<file path="src/rtl/skt_pkg.sv">
// ----------------------------------------------------------------------------
// Scalar Kalman travel-time estimator: shared package
// Commands, widths, sequencer states and the command bundle passed from the
// top level to the bit-serial arithmetic unit.
// ----------------------------------------------------------------------------
package skt_pkg;

	localparam int unsigned FRAC_BITS_DEF  = 16;
	localparam int unsigned DELTA_BITS_DEF = 16;
	localparam int unsigned MAX_OBS_DEF    = 255;

	localparam int unsigned ACC_W = 64;

	typedef enum logic [1:0] {
		CMD_ADD     = 2'd0,
		CMD_PREDICT = 2'd1,
		CMD_UPDATE  = 2'd2,
		CMD_NONE    = 2'd3
	} cmd_t;

	// Operations of the shared serial unit.
	typedef enum logic [1:0] {
		OP_MUL = 2'd0,
		OP_DIV = 2'd1
	} op_t;

	// Sequencer states of the top level.
	typedef enum logic [4:0] {
		S_IDLE, S_ADD_MUL, S_ADD_W,
		S_PR_PM, S_PR_PMW, S_PR_FIRST, S_PR_FIRSTW,
		S_PR_PV, S_PR_PVW, S_PR_RAT, S_PR_RATW, S_PR_K, S_PR_KW,
		S_PR_POW, S_PR_POWW, S_PR_F2, S_PR_F2W, S_PR_B, S_PR_BW,
		S_PR_V1, S_PR_V1W, S_PR_V2, S_PR_V2W,
		S_UP_B, S_UP_BW, S_UP_E, S_UP_EW, S_UP_SQ, S_UP_SQW,
		S_UP_V, S_UP_VW, S_DONE
	} state_t;

	typedef struct packed {
		logic              start;
		op_t               op;
		logic [ACC_W-1:0]  a;
		logic [ACC_W-1:0]  b;
		logic [6:0]        shift;
	} alu_req_t;

	typedef struct packed {
		logic              done;
		logic              ovf;
		logic [ACC_W-1:0]  res;
	} alu_rsp_t;

	localparam logic [0:0] APB_ADDR_SEGLEN = 1'b0;

endpackage

</file>
<file path="src/rtl/skt_alu.sv">
// ----------------------------------------------------------------------------
// Scalar Kalman travel-time estimator: bit-serial arithmetic unit
// Shift-and-add multiply with right shift and saturation, and restoring
// division, both one bit per cycle on 64-bit operands.
// ----------------------------------------------------------------------------
module skt_alu (
	input  logic              clk,
	input  logic              arst_n,
	input  skt_pkg::alu_req_t req,
	output skt_pkg::alu_rsp_t rsp
);
	import skt_pkg::*;

	logic              busy_q;
	op_t               op_q;
	logic [6:0]        cnt_q;
	logic [6:0]        sh_q;
	logic [ACC_W-1:0]  a_q;
	logic [ACC_W-1:0]  b_q;
	logic [2*ACC_W-1:0] prod_q;
	logic [ACC_W-1:0]  quo_q;
	logic [ACC_W:0]    rem_q;
	logic              done_q;
	logic [2*ACC_W-1:0] shifted;
	logic [2*ACC_W-1:0] addend;
	logic [ACC_W:0]    trial;

	// Multiplier bits come in from the top, so the partial sum shifts left.
	assign addend  = a_q[ACC_W-1] ? {{ACC_W{1'b0}}, b_q} : '0;
	assign trial   = {rem_q[ACC_W-1:0], a_q[ACC_W-1]};
	assign shifted = prod_q >> sh_q;

	always_ff @(posedge clk or negedge arst_n) begin
		if (!arst_n) begin
			busy_q <= 1'b0;
			done_q <= 1'b0;
			cnt_q  <= '0;
		end else begin
			done_q <= 1'b0;
			if (req.start) begin
				busy_q <= 1'b1;
				cnt_q  <= 7'd64;
			end else if (busy_q) begin
				cnt_q <= cnt_q - 7'd1;
				if (cnt_q == 7'd1) begin
					busy_q <= 1'b0;
					done_q <= 1'b1;
				end
			end
		end
	end

	always_ff @(posedge clk) begin
		if (req.start) begin
			op_q   <= req.op;
			a_q    <= req.a;
			b_q    <= req.b;
			sh_q   <= req.shift;
			prod_q <= '0;
			quo_q  <= '0;
			rem_q  <= '0;
		end else if (busy_q) begin
			a_q <= {a_q[ACC_W-2:0], 1'b0};
			if (op_q == OP_MUL) begin
				prod_q <= (prod_q << 1) + addend;
			end else begin
				if (trial >= {1'b0, b_q}) begin
					rem_q <= trial - {1'b0, b_q};
					quo_q <= {quo_q[ACC_W-2:0], 1'b1};
				end else begin
					rem_q <= trial;
					quo_q <= {quo_q[ACC_W-2:0], 1'b0};
				end
			end
		end
	end

	always_comb begin
		rsp.done = done_q;
		rsp.ovf  = 1'b0;
		if (op_q == OP_MUL) begin
			rsp.ovf = (shifted[2*ACC_W-1:ACC_W] != '0);
			rsp.res = rsp.ovf ? '1 : shifted[ACC_W-1:0];
		end else begin
			rsp.res = quo_q;
		end
	end

endmodule

</file>
<file path="config.mk">
export PLATFORM = sky130hd
export DESIGN_NAME = skt_alu
export DESIGN_NICKNAME = d
export VERILOG_FILES = /design/src/rtl/skt_pkg.sv /design/src/rtl/skt_alu.sv
export SDC_FILE = /design/constraint.sdc
export NUM_CORES = 2
export LEC_CHECK = 0
export BUFFER_PORTS_ARGS = -buffer_cell sky130_fd_sc_hd__buf_2
export CORE_MARGIN = 3
export CORE_UTILIZATION = 49
export CTS_CLUSTER_DIAMETER = 100
export CTS_CLUSTER_SIZE = 40
export DETAILED_ROUTE_END_ITERATION = 6
export GPL_TIMING_DRIVEN = 1
export PLACE_DENSITY = 0.72
export SLEW_MARGIN = 20
export SYNTH_ARGS = -nofsm -noshare
export SYNTH_HDL_FRONTEND = slang
export SYNTH_SLANG_ARGS = --single-unit
</file>
<file path="constraint.sdc">
create_clock -name clk -period 5.8 [get_ports clk]
set_input_delay 0.87 -clock clk [delete_from_list [all_inputs] [get_ports clk]]
set_output_delay 0.87 -clock clk [all_outputs]
set_load 0.005 [all_outputs]
</file>
# [After elaboration in Yosys (flattened, before gate mapping)]
# Cells that the tools add are included.
[word_totals] register_bits=402 latchBits=0 mem_bits_rw=0 rom_bits=0 output_inout_bits=66 word_cells=38 memories=0
[classes] add_sub_neg=3 mul=0 div=0 magnitude_cmp=1 eq_ne=1 shift=1 n_mux=16 bitwise_logic=1 reduce_logical=5
[op_table] operator="64-bit two-way mux" n=6
[op_table] operator="128-bit by 64-bit adder with 128-bit output" n=1
[op_table] operator="128-bit by 7-bit >> shifter with 128-bit output" n=1
[op_table] operator="65-bit by 64-bit greater-or-equal comparator with 1-bit output" n=1
[op_table] operator="64-bit nonzero test" n=1
[op_table] operator="64-bit subtractor" n=1
[op_table] operator="7-bit two-way mux" n=2
[op_table] operator="1-bit two-way mux" n=8
[op_table] operator="7-bit by 1-bit == test with 1-bit output, second input constant" n=1
[op_table] operator="7-bit by 1-bit subtractor with 7-bit output, second input constant" n=1
[op_table] operator="2-bit AND reduction" n=2
[op_table] operator="2-bit logical NOT" n=1
[op_table] operator="2-bit nonzero test" n=1
[op_table] operator="1-bit NOT" n=1

# [Depth between registers and ports, before layout]
[logic_depth] depth_word=4 ltp_mapped=17 depth_no_buf=14

# [Worst setup path after synthesis]
# Ideal clock, no wire load.
[synth_path] kind="register -> output" startpoint="reg sh_q[2]" endpoint="out rsp[6] in the netlist's numbering" arrival_time_ns=3.654 setup_slack_ns=1.276 path_stages_with_launch=15 path_cell_list="edfxtp_1 inv_1 buf_1 buf_1 buf_2 mux2i_1 mux2i_1 mux2i_1 o211ai_1 a2111oi_1 o211ai_1 nor4_4 buf_4 o211ai_1 a22o_1"
[synth_lines] item="start: declaration" line="skt_alu.sv:17" rtl="logic [6:0] sh_q;"
[synth_lines] item="start signal: assignment" line="skt_alu.sv:58" rtl="sh_q <= req.shift;"
[synth_lines] item="end: declaration" line="skt_alu.sv:10" rtl="output skt_pkg::alu_rsp_t rsp"

==> results.sh <==
export IMPL_worst_slew_pin_slew_ns=0.888
export IMPL_synthDistinctLibCells=84
export IMPL_status="finished clean"
export IMPL_hpwl_mm=92.7
export IMPL_max_freq_mhz=177
export IMPL_fin_crit_ns=5.66
export IMPL_postCtsHoldBufs=0
export IMPL_preCtsSetupSlack_ns=0.417
export IMPL_crit_path_start_kind="flop"
export IMPL_finalPower_mw=9.31
export IMPL_netlist_area_sq_um=34900
export IMPL_setup_violations=0
export IMPL_p_int_mw=5.45
export IMPL_dieHeight_um=273
export IMPL_power_leakage_nw=15.0
export IMPL_vias=34149
export IMPL_root_buffer="clkbuf_16"
export IMPL_grt_pass1_wl_mm=189
export IMPL_synth_top_cell_area_share=0.147
export IMPL_slew_headroom=0.393
export IMPL_fill_cells=6686
export IMPL_cts_tree="done"
export IMPL_cp_arrival_ns=4.79
export IMPL_drv_slew=0
export IMPL_path_clk_slew_ns=0.14
export IMPL_syn_area_per_cell_sq_um=8.02
export IMPL_r2r_end="prod_q[121]"
export IMPL_wl_per_cell_um=23.5
export IMPL_clock_power_share=0.239
export IMPL_async_flop_share=0.0224
export IMPL_worstReg2RegStart="a_q[63]"
export IMPL_hold_viol=0
export IMPL_grt_max_degree=164
export IMPL_num_io_pins=206
export IMPL_synth_cells=4349
export IMPL_final_setup_skew_ns=0.0558
export IMPL_clkSinkCount=402
export IMPL_ctsLongestPathBuffers=3
export IMPL_setup_ws_ns=0.142
export IMPL_fp_row_count=97
export IMPL_rsz0062_at_grt="no"
export IMPL_r2r_cells=15
export IMPL_worstSkewPairLatency_ns=0.66
export IMPL_synthTopCellsByArea="dfxtp_1, edfxtp_1, mux4_2, nand2_1, a21oi_1"
export IMPL_design_core_area_sq_um=70300
export IMPL_areaGrowthSynthToFinish_pct=8.28
export IMPL_p_seq_frac=0.373
export IMPL_ir_worst_vdd_mv=0.364
export IMPL_globalplace_congestion=1.11
export IMPL_ys_seq_area_frac=0.271
export IMPL_drt_iter0_drc=4299
export IMPL_avgViaCountPerCell=6.48
export IMPL_gr_usage_all_layers=0.320
export IMPL_die_x_um=273
export IMPL_rrSetupSlack_ns=0.69
export IMPL_antenna_found_initial=6
export IMPL_hold_path_class="in -> async"
export IMPL_synth_nets=4621
export IMPL_drt_total_wl_mm=124
export IMPL_swShare=0.414
export IMPL_cap_violations=0
export IMPL_cts_buffers=23
export IMPL_required_ns=4.93
export IMPL_numPortBuffers=205
export IMPL_worst_setup_path_end_kind="output pin"
export IMPL_dominantRegCellSynth="dfxtp_1"
export IMPL_drive_gt1_frac=0.152
export IMPL_initial_core_util=0.496
export IMPL_synth_edff_count=137
export IMPL_regArea_sq_um=9460
export IMPL_firstDrtPassIters=6
export IMPL_p_switching_mw=3.85
export IMPL_power_frac_comb=0.388
export IMPL_multi_input_area_sq_um=23600
export IMPL_layout_common_cells="nand2_1, a21oi_1, o21ai_0, nor2_1, dfxtp_1"
export IMPL_crit_fanout=12
export IMPL_yosysTopAreaCell="dfxtp_1"
export IMPL_fin_crit_sh=0.976
export IMPL_ys_seq_elements=402
export IMPL_grt_remaining_overflow=0
export IMPL_layout_commonest_cell="nand2_1"
export IMPL_worstSetupPathType="reg -> out"
export IMPL_power_density_nw_per_um2=246
export IMPL_ant_nets=0
export IMPL_htreeDepth=1
export IMPL_ys_warnings_count=0
export IMPL_final_setup_tns_ns=0
export IMPL_nets=4583
export IMPL_grt_pass1_vias=31555
export IMPL_dieArea_sq_um=74400
export IMPL_drc=0
[synthesized netlist by cell type (all sizes together) (29+ instances only)]
cell     count
mux2       125
dfxtp      256
nor3        58
nand2      704
xnor2      109
nor2       314
ha         130
inv        123
xor2        34
a211oi      53
edfxtp     137
o22ai       36
a31oi       90
nand4       45
buf         83
o21ai      323
a21oi      396
mux4       128
a21o        84
a2111oi     29
o211ai      44
mux2i      185
clkbuf     282
and3        46
nand3      122
[how the worst max path moves through the flow]
stage	startpoint	endpoint	slack, ns	depth (start not counted)
5_1_grt	sh_q[0]	rsp[20]	0.007	16
3_3_place_gp	sh_q[0]	rsp[43]	0.46	14
2_1_floorplan	sh_q[2]	rsp[6]	1.28	14
3_5_place_dp	sh_q[0]	rsp[42]	0.42	14
6_report	sh_q[0]	rsp[20]	0.14	16
4_1_cts	sh_q[0]	rsp[12]	0.04	15
[power by group through the flow]
stage | registers (mW) | logic, mW | clock network (mW)
5_1_grt | 3.50 | 3.90 | 2.38
3_3_place_gp | 3.51 | 3.44 | 0
3_5_place_dp | 3.52 | 3.45 | 0
6_report | 3.47 | 3.61 | 2.23
2_1_floorplan | 3.37 | 2.54 | 0
4_1_cts | 3.46 | 3.48 | 2.27
[registers in the layout, summed over array words and instances (netlist names), 2 cells and up]
signal  flops
cnt_q       7
quo_q      64
sh_q        7
rem_q      64
a_q        64
prod_q    128
op_q        2
b_q        64
[worst max-delay path: stages, from the launching register on]
cell,delay (ns)
edfxtp_1,0.34
buf_4,0.17
buf_4,0.13
clkbuf_16,0.16
mux4_2,0.53
or4_1,0.53
o211ai_1,0.14
o311ai_2,0.17
a2111oi_2,0.39
nand4_1,0.18
a211o_1,0.30
nor4_4,0.24
buf_4,0.18
buf_4,0.16
a31oi_1,0.08
mux2_2,0.31
buf_2,0.13
[layout make-up]
| cell class | instances | area share |
|---|---|---|
| clock inverters | 19 | 0.0113 |
| multi-input cells | 3455 | 0.625 |
| repair buffers | 302 | 0.0534 |
| diodes | 2 | 0.000133 |
| inverters | 127 | 0.0130 |
| well taps | 940 | 0.0311 |
| flip-flops and latches | 402 | 0.251 |
| clock buffers | 23 | 0.0152 |
[per-stage QoR]
step | hold WS [ns] | cells | cell area (sq um) | util
final | 0.0305 | 5270 | 37800 | 0.537
after floorplan | 0.433 | 4349 | 34900 | -
after detailed placement | 0.459 | 5203 | 36300 | 0.517
after CTS | 0.0141 | 5250 | 37500 | 0.533
after global routing | 0.0168 | 5270 | 37800 | 0.537
after global placement | 0.456 | 5203 | 36300 | 0.517
[cell families (layout without fill, tap and decap cells)]
logic type               Yosys count  after routing  synth area share
buffers and inverters            492            471            0.0559
adder cells (fa/ha/maj)          132            132            0.0478
AO/OA/AOI/OAI                   1288           1288             0.228
AND/OR/NAND/NOR                 1454           1454             0.185
multiplexers                     438            438             0.176
flip-flops                       402            402             0.271
XOR/XNOR                         143            143            0.0359
other                              0              2                 0
[what timing repair did]
action | 4_1_cts | 5_1_grt
cloned | 2 | 3
resized for setup | 10 | 30
pin swaps | 1 | 7
endpoints found under the setup margin | 64 | 65
endpoints found under the hold margin | 0 | 0
buffers inserted | 3 | 15
[metal layers]
layer  wire length (um)  global-route usage  up-vias  part of all wire
li1                   -                   -    15880                 -
met1              51400               0.428    16280              0.41
met2              57000               0.529     1665              0.46
met3               9100              0.0356      316             0.073
met4               6410               0.132        8             0.052
met5                 43                   0        -           0.00035
Note: power is estimated with default switching activity, not from simulation.
